===== src/iee_pkg.sv =====
// iee_pkg: shared types and constants of the ising energy evaluator
// no dependencies; used by the interfaces, controller, datapath and top level

package iee_pkg;

    // defaults for the top-level parameters
    localparam int MAX_SPINS_DEF   = 64;
    localparam int PARAM_WIDTH_DEF = 32;

    // fixed field widths
    localparam int OP_W     = 1;
    localparam int IDX_W    = 12;
    localparam int VAL_W    = 32;
    localparam int SPIN_W   = 64;
    localparam int ENERGY_W = 48;
    localparam int CFG_W    = 7;

    localparam logic [CFG_W-1:0] NUM_SPINS_RST = 7'd64;

    typedef enum logic [OP_W-1:0] {
        OP_WRITE = 1'b0,
        OP_EVAL  = 1'b1
    } t_op;

    typedef enum logic [2:0] {
        ST_IDLE,
        ST_COUPLE,
        ST_FIELD,
        ST_DRAIN,
        ST_FINISH
    } t_state;

    // controller to datapath commands
    typedef struct packed {
        logic wr_en;       // load one parameter word
        logic load_spins;  // capture spin vector and clear accumulator
        logic rd_en;       // read one parameter for the running sum
        logic field_phase; // read is a local field, not a coupling
        logic load_out;    // move the negated sum to the output register
    } t_cmd;

endpackage


===== src/iee_ctrl.sv =====
// iee_ctrl: sequencer that walks couplings then fields, config register, handshakes
// depends on iee_pkg; drives iee_dp through t_cmd

module iee_ctrl #(
    parameter int MAX_SPINS = iee_pkg::MAX_SPINS_DEF
) (
    input  logic                        i_clk,
    input  logic                        i_rst_n,
    input  logic                        i_cfg_we,
    input  logic [iee_pkg::CFG_W-1:0]   i_cfg_wdata,
    input  logic                        i_in_valid,
    input  logic [iee_pkg::OP_W-1:0]    i_op,
    input  logic [iee_pkg::IDX_W-1:0]   i_param_index,
    output logic                        o_in_ready,
    output logic                        o_out_valid,
    input  logic                        i_out_ready,
    output iee_pkg::t_cmd               o_cmd,
    output logic [$clog2(MAX_SPINS*(MAX_SPINS+1)/2)-1:0] o_wr_addr,
    output logic [$clog2(MAX_SPINS*(MAX_SPINS+1)/2)-1:0] o_rd_addr,
    output logic [$clog2(MAX_SPINS)-1:0] o_spin_i,
    output logic [$clog2(MAX_SPINS)-1:0] o_spin_j
);

    localparam int DEPTH = MAX_SPINS * (MAX_SPINS + 1) / 2;
    localparam int AW    = $clog2(DEPTH);
    localparam int IW    = $clog2(MAX_SPINS);
    localparam int NW    = $clog2(MAX_SPINS + 1);
    localparam int PRW   = 2 * NW + 1;
    localparam int CMPW  = (PRW > iee_pkg::IDX_W) ? PRW : iee_pkg::IDX_W;

    iee_pkg::t_state        r_state, n_state;
    logic [iee_pkg::CFG_W-1:0] r_num_spins;
    logic [AW-1:0]          r_addr, n_addr;
    logic [IW-1:0]          r_i, n_i;
    logic [IW-1:0]          r_j, n_j;
    logic                   r_out_valid, n_out_valid;

    logic [NW-1:0]          w_n;
    logic [IW-1:0]          w_nm1;
    logic [IW-1:0]          w_nm2;
    logic [PRW-1:0]         w_prod;
    logic [PRW-1:0]         w_nparams;
    logic                   w_accept;
    logic                   w_idx_ok;

    // active spin count, clamped into [2, MAX_SPINS]
    always_comb begin
        if (r_num_spins < iee_pkg::CFG_W'(2)) begin
            w_n = NW'(2);
        end else if (r_num_spins > iee_pkg::CFG_W'(MAX_SPINS)) begin
            w_n = NW'(MAX_SPINS);
        end else begin
            w_n = NW'(r_num_spins);
        end
    end

    assign w_nm1     = IW'(w_n - NW'(1));
    assign w_nm2     = IW'(w_n - NW'(2));
    assign w_prod    = PRW'(w_n) * (PRW'(w_n) + PRW'(1));
    assign w_nparams = w_prod >> 1;
    assign w_idx_ok  = CMPW'(i_param_index) < CMPW'(w_nparams);

    assign w_accept  = i_in_valid && (r_state == iee_pkg::ST_IDLE);

    always_ff @(posedge i_clk) begin
        if (!i_rst_n) begin
            r_state     <= iee_pkg::ST_IDLE;
            r_num_spins <= iee_pkg::NUM_SPINS_RST;
            r_out_valid <= 1'b0;
            r_addr      <= '0;
            r_i         <= '0;
            r_j         <= '0;
        end else begin
            r_state     <= n_state;
            r_out_valid <= n_out_valid;
            r_addr      <= n_addr;
            r_i         <= n_i;
            r_j         <= n_j;
            if (i_cfg_we) begin
                r_num_spins <= i_cfg_wdata;
            end
        end
    end

    always_comb begin
        n_state     = r_state;
        n_addr      = r_addr;
        n_i         = r_i;
        n_j         = r_j;
        n_out_valid = r_out_valid;
        o_cmd       = '0;

        if (r_out_valid && i_out_ready) begin
            n_out_valid = 1'b0;
        end

        case (r_state)
            iee_pkg::ST_IDLE: begin
                if (w_accept) begin
                    if (i_op == iee_pkg::OP_EVAL) begin
                        o_cmd.load_spins = 1'b1;
                        n_addr  = '0;
                        n_i     = '0;
                        n_j     = IW'(1);
                        n_state = iee_pkg::ST_COUPLE;
                    end else begin
                        o_cmd.wr_en = w_idx_ok;
                    end
                end
            end
            iee_pkg::ST_COUPLE: begin
                // couplings sit in pair order, so the address just counts up
                o_cmd.rd_en = 1'b1;
                n_addr      = r_addr + AW'(1);
                if (r_j == w_nm1) begin
                    if (r_i == w_nm2) begin
                        n_i     = '0;
                        n_state = iee_pkg::ST_FIELD;
                    end else begin
                        n_i = r_i + IW'(1);
                        n_j = r_i + IW'(2);
                    end
                end else begin
                    n_j = r_j + IW'(1);
                end
            end
            iee_pkg::ST_FIELD: begin
                // address has reached the field offset n(n-1)/2
                o_cmd.rd_en       = 1'b1;
                o_cmd.field_phase = 1'b1;
                n_addr            = r_addr + AW'(1);
                if (r_i == w_nm1) begin
                    n_state = iee_pkg::ST_DRAIN;
                end else begin
                    n_i = r_i + IW'(1);
                end
            end
            iee_pkg::ST_DRAIN: begin
                // last read word is added this cycle
                n_state = iee_pkg::ST_FINISH;
            end
            iee_pkg::ST_FINISH: begin
                if (!r_out_valid || i_out_ready) begin
                    o_cmd.load_out = 1'b1;
                    n_out_valid    = 1'b1;
                    n_state        = iee_pkg::ST_IDLE;
                end
            end
            default: begin
                n_state = iee_pkg::ST_IDLE;
            end
        endcase
    end

    assign o_in_ready  = (r_state == iee_pkg::ST_IDLE);
    assign o_out_valid = r_out_valid;
    assign o_wr_addr   = i_param_index[AW-1:0];
    assign o_rd_addr   = r_addr;
    assign o_spin_i    = r_i;
    assign o_spin_j    = r_j;

endmodule


===== config.mk =====
export PLATFORM = sky130hd
export DESIGN_NAME = iee_ctrl
export DESIGN_NICKNAME = d
export VERILOG_FILES = /design/src/iee_pkg.sv /design/src/iee_ctrl.sv
export SDC_FILE = /design/constraint.sdc
export NUM_CORES = 1
export LEC_CHECK = 0
export BUFFER_PORTS_ARGS = -buffer_cell sky130_fd_sc_hd__buf_2
export CORE_MARGIN = 5
export CORE_UTILIZATION = 53
export DETAILED_ROUTE_END_ITERATION = 10
export GPL_TIMING_DRIVEN = 0
export PLACE_DENSITY = 0.78
export SLEW_MARGIN = 25
export SYNTH_ARGS = -nofsm -noshare
export SYNTH_HDL_FRONTEND = slang
export SYNTH_SLANG_ARGS = --single-unit

===== constraint.sdc =====
create_clock -name i_clk -period 7.9 [get_ports i_clk]
set_input_delay 1.58 -clock i_clk [delete_from_list [all_inputs] [get_ports i_clk]]
set_output_delay 1.58 -clock i_clk [all_outputs]
set_load 0.03 [all_outputs]

# After elaboration in Yosys (flattened, before gate mapping)
# Index checks and enable logic that the tools add are counted.
# W data, S select, Z words.
[classes]
n_eq_ne = 15
reduce_logical = 13
magnitude_cmp = 3
add_sub_neg = 7
n_mux = 34
n_mul = 1
[ops]
columns = ["op", "n"]
rows = [
  ["$mux W6", 9],
  ["$mux W12", 2],
  ["$pmux W12 S2", 1],
  ["$eq A6 B6 Y1", 3],
  ["$mux W3", 6],
  ["$pmux W6 S3", 1],
  ["$mul A7 B8 Y15", 1],
  ["$pmux W3 S5", 1],
  ["$lt A12 B14 Y1", 1],
  ["$mux W7", 2],
  ["$add A12 B1 Y12 const B", 1],
  ["$add A6 B1 Y6 const B", 2],
  ["$ne A2 B2 Y1 const B", 6],
  ["$pmux W6 S2", 1],
  ["$mux W1", 9],
  ["$add A7 B1 Y8 const B", 1],
  ["$gt A7 B7 Y1 const B", 1],
  ["$lt A7 B2 Y1 const B", 1],
  ["$add A6 B2 Y6 const B", 1],
  ["$eq A3 B2 Y1 const B", 2],
  ["$reduce_and A6 Y1", 1],
  ["$sub A6 B1 Y6 const B", 1],
  ["$sub A6 B2 Y6 const B", 1],
  ["$reduce_and A5 Y1", 1],
  ["14 further kinds", 17],
]
[word_totals]
regBits = 35
input_bits = 25

# Longest topological paths before layout
# Gate-level depths: netlist of run 1.
[depth]
word_depth = 9
depth_mapped = 31
depth_no_buf = 29

# Worst setup path after synthesis of run 1
# OpenSTA, ideal clock, no wires.
[synth_timing]
path_type = "register -> output"
start = "register r_num_spins[6] (netlist bit)"
end = "output port o_cmd[4] (netlist bit)"
arrival_ps = 6732
slack_ps = -412
n_path_buf = 2
stages_incl_launch_ff = 31
required_ps = 6320
path_cell_list = "dfxtp_1 > buf_2 > clkbuf_1 > clkinv_1 > o21ai_1 > inv_1 > ha_1 > inv_1 > ha_1 > nand2b_1 > fa_1 > fa_1 > inv_1 > fa_1 > inv_1 > fa_1 > inv_1 > ha_1 > o21a_1 > o31a_1 > o21a_1 > nor2_1 > xnor2_1 > ha_1 > a21oi_1 > nor2b_1 > o21ai_0 > o211ai_1 > o221ai_1 > nand2b_1 > a31oi_1"
[synth_rtl]
columns = ["element", "line", "source"]
rows = [
  ["from (decl)", "iee_ctrl.sv:32", "logic [iee_pkg::CFG_W-1:0] r_num_spins;"],
  ["from (signal assigned)", "iee_ctrl.sv:68", "r_num_spins <= iee_pkg::NUM_SPINS_RST;"],
  ["from (signal assigned)", "iee_ctrl.sv:80", "r_num_spins <= i_cfg_wdata;"],
  ["to (decl)", "iee_ctrl.sv:17", "output iee_pkg::t_cmd o_cmd,"],
]

==> results of run 1 <==
layout make-up:
type                            instances  area (sq um)  share of cell area
Sequential cell                        35           711               0.127
Timing Repair Buffer                   83           464              0.0828
Buffer                                 33           225              0.0402
Inverter                               46           183              0.0326
Tap cell                              108           135              0.0241
Multi-Input combinational cell        449          3770               0.673
Clock inverter                          3          47.5             0.00848
Clock buffer                            5          68.8              0.0123
state kept, by name, indices dropped and copies added (netlist names):
signal / flops
o_rd_addr: 12
r_state: 3
r_num_spins: 7
o_spin_i: 6
o_spin_j: 6
o_out_valid: 1
synth_stat cells (12+ instances only):
master    count
nand2_1      23
nand2b_1     17
fa_1         29
clkbuf_1     16
o21ai_0      16
nor3_1       15
xnor2_1      20
inv_1        43
a21oi_1      18
nor2_1       79
ha_1         59
dfxtp_1      35
xor2_1       15
nand4_1      13
nand3_1      16
buf_4        12
what timing repair did:
| action | CTS | global route |
|---|---|---|
| gates resized for setup | 49 | 19 |
| setup endpoints to repair | 1 | 1 |
| setup buffers | 10 | 7 |
| pin swaps | 23 | 24 |
| cloned | 0 | 0 |
| hold buffers | 0 | 0 |
layer usage:
metal	share of wire	global-route usage	wire length, microns	vias to the layer above
met3	0.075	0.0372	883	14
met1	0.44	0.323	5210	2081
met4	0.010	0.0418	120	0
met5	0	0	0	-
li1	-	-	-	2121
met2	0.47	0.353	5560	165
stage by stage:
stage,setup WS [ns],hold slack (ns)
finish,-0.0888,0.499
global route,-0.434,0.527
CTS,-0.185,0.492
detailed placement,-1.04,0.476
global placement,-0.993,0.462
floorplan,0.0250,0.551
path summary, 6_finish.rpt:
check | to | depth (start not counted)
setup / recovery | o_cmd[4] | 28
hold / removal | o_rd_addr[11] | 1
setup reg to reg | o_spin_j[0] | 13
hold reg to reg | o_rd_addr[11] | 1
logic make-up after synthesis:
kind of cell	count (synthesis)	share of synthesized area
compound gates	102	0.157
fa+ha+maj	88	0.288
xor+xnor	37	0.0754
buf+inv	80	0.0795
other cells	2	0.00164
mux	9	0.0200
simple gates	206	0.225
flops	35	0.153
where the power goes:
group          total [mW]  internal [mW]  switching (mW)
logic               0.222         0.0960           0.126
registers           0.189          0.181         0.00785
clock network       0.173         0.0957          0.0772
total               0.584          0.373           0.211
==> results by group, run 1 <==
Clocking
  • Clock-pin slew on the worst setup and hold paths: 0.08 ns
  • Clock Path Buffers: 2
  • H-tree depth: 2
  • CTS Sinks: 35
  • CTS tree: built
  • Skew-Pair Late Insertion Delay: 0.30 ns
  • CTS root buf: clkbuf_8
  • Num CTS Buffers: 5

Setup path
  • CP endpoint kind: output port
  • Reg2reg start: r_num_spins[6]
  • Crit-path slowest cell: fa_1
  • Most frequent CP cell: fa_1
  • WP data arrival: 6.41 ns
  • Critical path launch point type: flop
  • CP Max Fanout: 9
  • Top delay family on crit path: adder cells
  • Data required time of the worst path: 6.32 ns
  • CP bufs+invs: 4
  • R2R setup slack: 4.10 ns
  • Max stage delay on crit path: 0.51 ns
  • Critical path type: reg -> out
  • Worst setup startpoint: r_num_spins[0]

Logic synthesis
  • Async S/R FF share, synth: 0
  • Top cells by area, synth: ha_1 (16%), dfxtp_1 (15%), fa_1 (13%)
  • Avg Cell Area, Syn: 8.19 sq um
  • Sequential element share of the synthesized area: 0.153
  • Number of distinct library cells after synthesis: 70
  • Top-area cell type share of the netlist area: 0.161
  • Prevailing post-synth register cell: dfxtp_1
  • Warnings, synthesis: 0
  • Yosys top cell by area: ha_1
  • Register bit total from synthesis: 35
  • Synthesized cell area: 0.00458 sq mm
  • Post-Syn Instances: 559
  • EDFF count, synth: 0

Drt
  • Drt first pass iters: 5
  • Final ANT Viol Nets: 0
  • DR vias/cell: 5.75
  • DR iter-0 viols: 343
  • WL/cell: 15.5 microns
  • Final wirelength: 11.8 mm
  • Residual DRC: 0
  • Vias: 4381

Floorplanning
  • CORE AREA: 0.00855 sq mm
  • I/O pin count: 68
  • # rows: 34
  • Die width: 103 microns
  • Die area: 0.0106 sq mm
  • Initial Utilization: 0.535
  • Die Height: 103 microns

Status
  • Failing checks: setup timing
  • Status: finished, violations left

Layout
  • Finished Layout Cells: 762
  • Most frequent cells in the layout: nor2_1 (75), buf_2 (65), ha_1 (49), inv_1 (37)
  • Finished Cell Area: 0.00560 sq mm
  • Core Util, Final: 0.655
  • # diodes: 0
  • Nets: 766
  • Share of layout cells above drive strength 1: 0.246
  • Commonest non-fill, non-tap cell in the layout: nor2_1
  • Filler Cells Inserted: 677
  • Area grow syn2layout: 22.4%

Timing
  • Setup TNS: -0.0888 ns
  • Clock Skew: 0.00813 ns
  • Crit path time final: 7.99 ns
  • RSZ-0062 raised after global routing: true
  • F_max: 125 MHz
  • Pins Over Slew Limit: 0
  • Slew @ Worst Pin: 0.993 ns
  • Setup Viol. Count Final: 1
  • Final hold vios: 0
  • Slew margin rel.: 0.333
  • Period utilization: 1.01
  • Final setup margin: -0.0888 ns

Place
  • Placed Cells incl. Taps: 738
  • Placed Instance Area: 0.00508 sq mm
  • GPL Wtd Cong: 0.892
  • Post-DP HPWL: 8.90 mm
  • IO buf count: 66

Min path
  • Hold Crit Start: o_rd_addr[11]
  • Hold Crit Class: reg -> reg

Global routing
  • Antenna violations before repair: 0
  • GRT Resource Usage Total: 0.223
  • Overflow after GRT: 0
  • Vias in the first global route: 4172
  • Global-route wire length before repair: 19.3 mm
  • Pin count of the biggest net entering global routing: 14

Pwr
  • Pwr Density: 104 mW/mm^2
  • VDD IR-drop max: 0.105 mV
  • Total power: 0.584 mW
  • Leak pwr: 2.53 nW

Flow run
  • Max Cap Viol: 0
Power figures use the tool's default switching activity.
==> run 2, diff against run 1 <==
Settings changed: SETUP_SLACK_MARGIN from default to 0.3.
==> results by group, run 2 (synthesis gave the netlist of run 1 again) <==
Status
  • Status: finished, violations left
  • Failing checks: setup timing

Timing
  • Slew @ Worst Pin: 0.977 ns
  • Slew margin rel.: 0.344
  • Final hold vios: 0
  • Crit path time final: 8.07 ns
  • RSZ-0062 raised after global routing: true
  • Pins Over Slew Limit: 0
  • F_max: 124 MHz
  • Clock Skew: 0.00366 ns
  • Period utilization: 1.02
  • Final setup margin: -0.173 ns
  • Setup Viol. Count Final: 1

Pwr
  • Total power: 0.575 mW
  • Switching Fraction: 0.359
  • Pwr Density: 104 mW/mm^2
  • Int Pwr: 0.368 mW
  • Register share of total power: 0.327
  • Leak pwr: 2.50 nW
  • VDD IR-drop max: 0.0710 mV
  • Logic pwr share: 0.377
  • Clock power share: 0.296
  • Psw: 0.206 mW

Setup path
  • Worst setup startpoint: r_num_spins[4]
  • Critical path type: reg -> out
  • Critical path launch point type: flop
  • CP Max Fanout: 10
  • WP data arrival: 6.49 ns
  • Path depth of the worst reg2reg path: 12
  • Data required time of the worst path: 6.32 ns
  • Reg2reg start: r_num_spins[2]
  • CP endpoint kind: output port
  • Most frequent CP cell: fa_1
  • Max stage delay on crit path: 0.52 ns
  • R2R setup slack: 4.12 ns
  • Crit-path slowest cell: fa_1
  • FF-to-FF End: o_spin_j[0]

Layout
  • Filler Cells Inserted: 713
  • Area of the multi-input gates: 0.00374 sq mm
  • # diodes: 0
  • Commonest non-fill, non-tap cell in the layout: nor2_1
  • Most frequent cells in the layout: nor2_1 (76), buf_2 (65), ha_1 (49), inv_1 (41), dfxtp_1 (30)
  • Area taken by flip-flops and latches: 709 sq um
  • Core Util, Final: 0.646
  • Max reg flops: 12
  • Finished Layout Cells: 757
  • Nets: 761
  • Share of layout cells above drive strength 1: 0.231
  • Area grow syn2layout: 20.7%

Place
  • IO buf count: 66
  • Post-DP HPWL: 9.22 mm
  • Placed Cells incl. Taps: 738
  • GPL Wtd Cong: 0.899

Clocking
  • CTS Sinks: 35
  • CTS root buf: clkbuf_8
  • Clock-pin slew on the worst setup and hold paths: 0.08 ns
  • Clock Path Buffers: 2
  • Num CTS Buffers: 5
  • Skew-Pair Late Insertion Delay: 0.29 ns
  • CTS tree: built
  • H-tree depth: 2

Global routing
  • Overflow after GRT: 0
  • Antenna violations before repair: 0
  • Pin count of the biggest net entering global routing: 14
  • GRT Resource Usage Total: 0.225
  • Vias in the first global route: 4184
  • Global-route wire length before repair: 19.4 mm

Floorplanning
  • Die width: 103 microns
  • CORE AREA: 0.00855 sq mm
  • Die Height: 103 microns
  • Initial Utilization: 0.535
  • Die area: 0.0106 sq mm
  • I/O pin count: 68
  • # rows: 34

Drt
  • DR vias/cell: 5.80
  • DR iter-0 viols: 247
  • WL/cell: 15.7 microns
  • Final ANT Viol Nets: 0
  • Drt first pass iters: 5
  • Vias: 4392
  • Final wirelength: 11.9 mm
  • Residual DRC: 0

Min path
  • Hold Crit Class: reg -> reg
  • Hold EP: o_rd_addr[11]
  • Hold Crit Depth: 1
  • Hold Crit Start: o_rd_addr[11]

Flow run
  • Max Cap Viol: 0
run 2: cell count changes in the layout (fill, tap and decap cells not counted), moves of 2 or more:
| cell | before | now |
|---|---|---|
| buf_6 | 4 | 6 |
| inv_1 | 37 | 41 |
| buf_8 | 3 | 0 |
| buf_4 | 29 | 24 |
| inv_2 | 5 | 2 |
run 2: final cells by class:
class                   count  share of cell area
plain buffers              34              0.0405
clock buffers               5              0.0124
clock inverters             3             0.00860
inverters                  46              0.0326
multi-input cells         449               0.677
flip-flops and latches     35               0.128
well taps                 108              0.0244
repair buffers             77              0.0758
run 2: worst max-delay path by stage:
stage	to	slack, ns	cells after the start
6_report	o_cmd[4]	-0.17	29
4_1_cts	o_cmd[4]	-0.13	27
3_5_place_dp	o_cmd[4]	-0.38	29
5_1_grt	o_cmd[4]	-0.42	30
3_3_place_gp	o_cmd[4]	-0.37	29
2_1_floorplan	o_cmd[4]	0.31	29
run 2: worst max-delay path, delay by kind of cell, from the launching register on:
kind                       cells  cell delay (ns)
AOI/OAI and AO/OA              7             0.97
xor gates and xnor gates       1             0.15
adders and majority gates      8             2.97
buffers and inverters          5             0.53
DFF                            1             0.35
and+or+nand+nor                8             1.24
run 2: power by group through the flow:
stage / Clock (mW) / Combinational, mW / Sequential (mW)
floorplan: 0 / 0.153 / 0.194
finish: 0.170 / 0.217 / 0.188
CTS: 0.171 / 0.213 / 0.188
global placement: 0 / 0.198 / 0.192
detailed placement: 0 / 0.204 / 0.192
global route: 0.182 / 0.242 / 0.189
run 2: stage by stage:
stage | setup TNS [ns] | cell area [sq um] | hold WS, ns | setup slack [ns]
after floorplan | 0 | 4710 | 0.551 | 0.311
after global placement | -0.369 | 5180 | 0.476 | -0.369
after detailed placement | -0.382 | 5180 | 0.483 | -0.382
after CTS | -0.127 | 5470 | 0.497 | -0.127
after global routing | -0.424 | 5530 | 0.536 | -0.424
final | -0.173 | 5530 | 0.498 | -0.173
run 2: repair_timing:
item	CTS	global route
buffers inserted	9	2
gates resized for setup	27	11
hold buffers	0	0
pin swaps	13	12
endpoints found under the setup margin	1	1
run 2: metal layers:
metal | GRT usage | wire length [microns] | vias up
met3 | 0.0352 | 705 | 31
li1 | - | - | 2117
met1 | 0.312 | 5230 | 2092
met2 | 0.368 | 5710 | 152
met4 | 0.0568 | 228 | 0
met5 | 0 | 0 | -
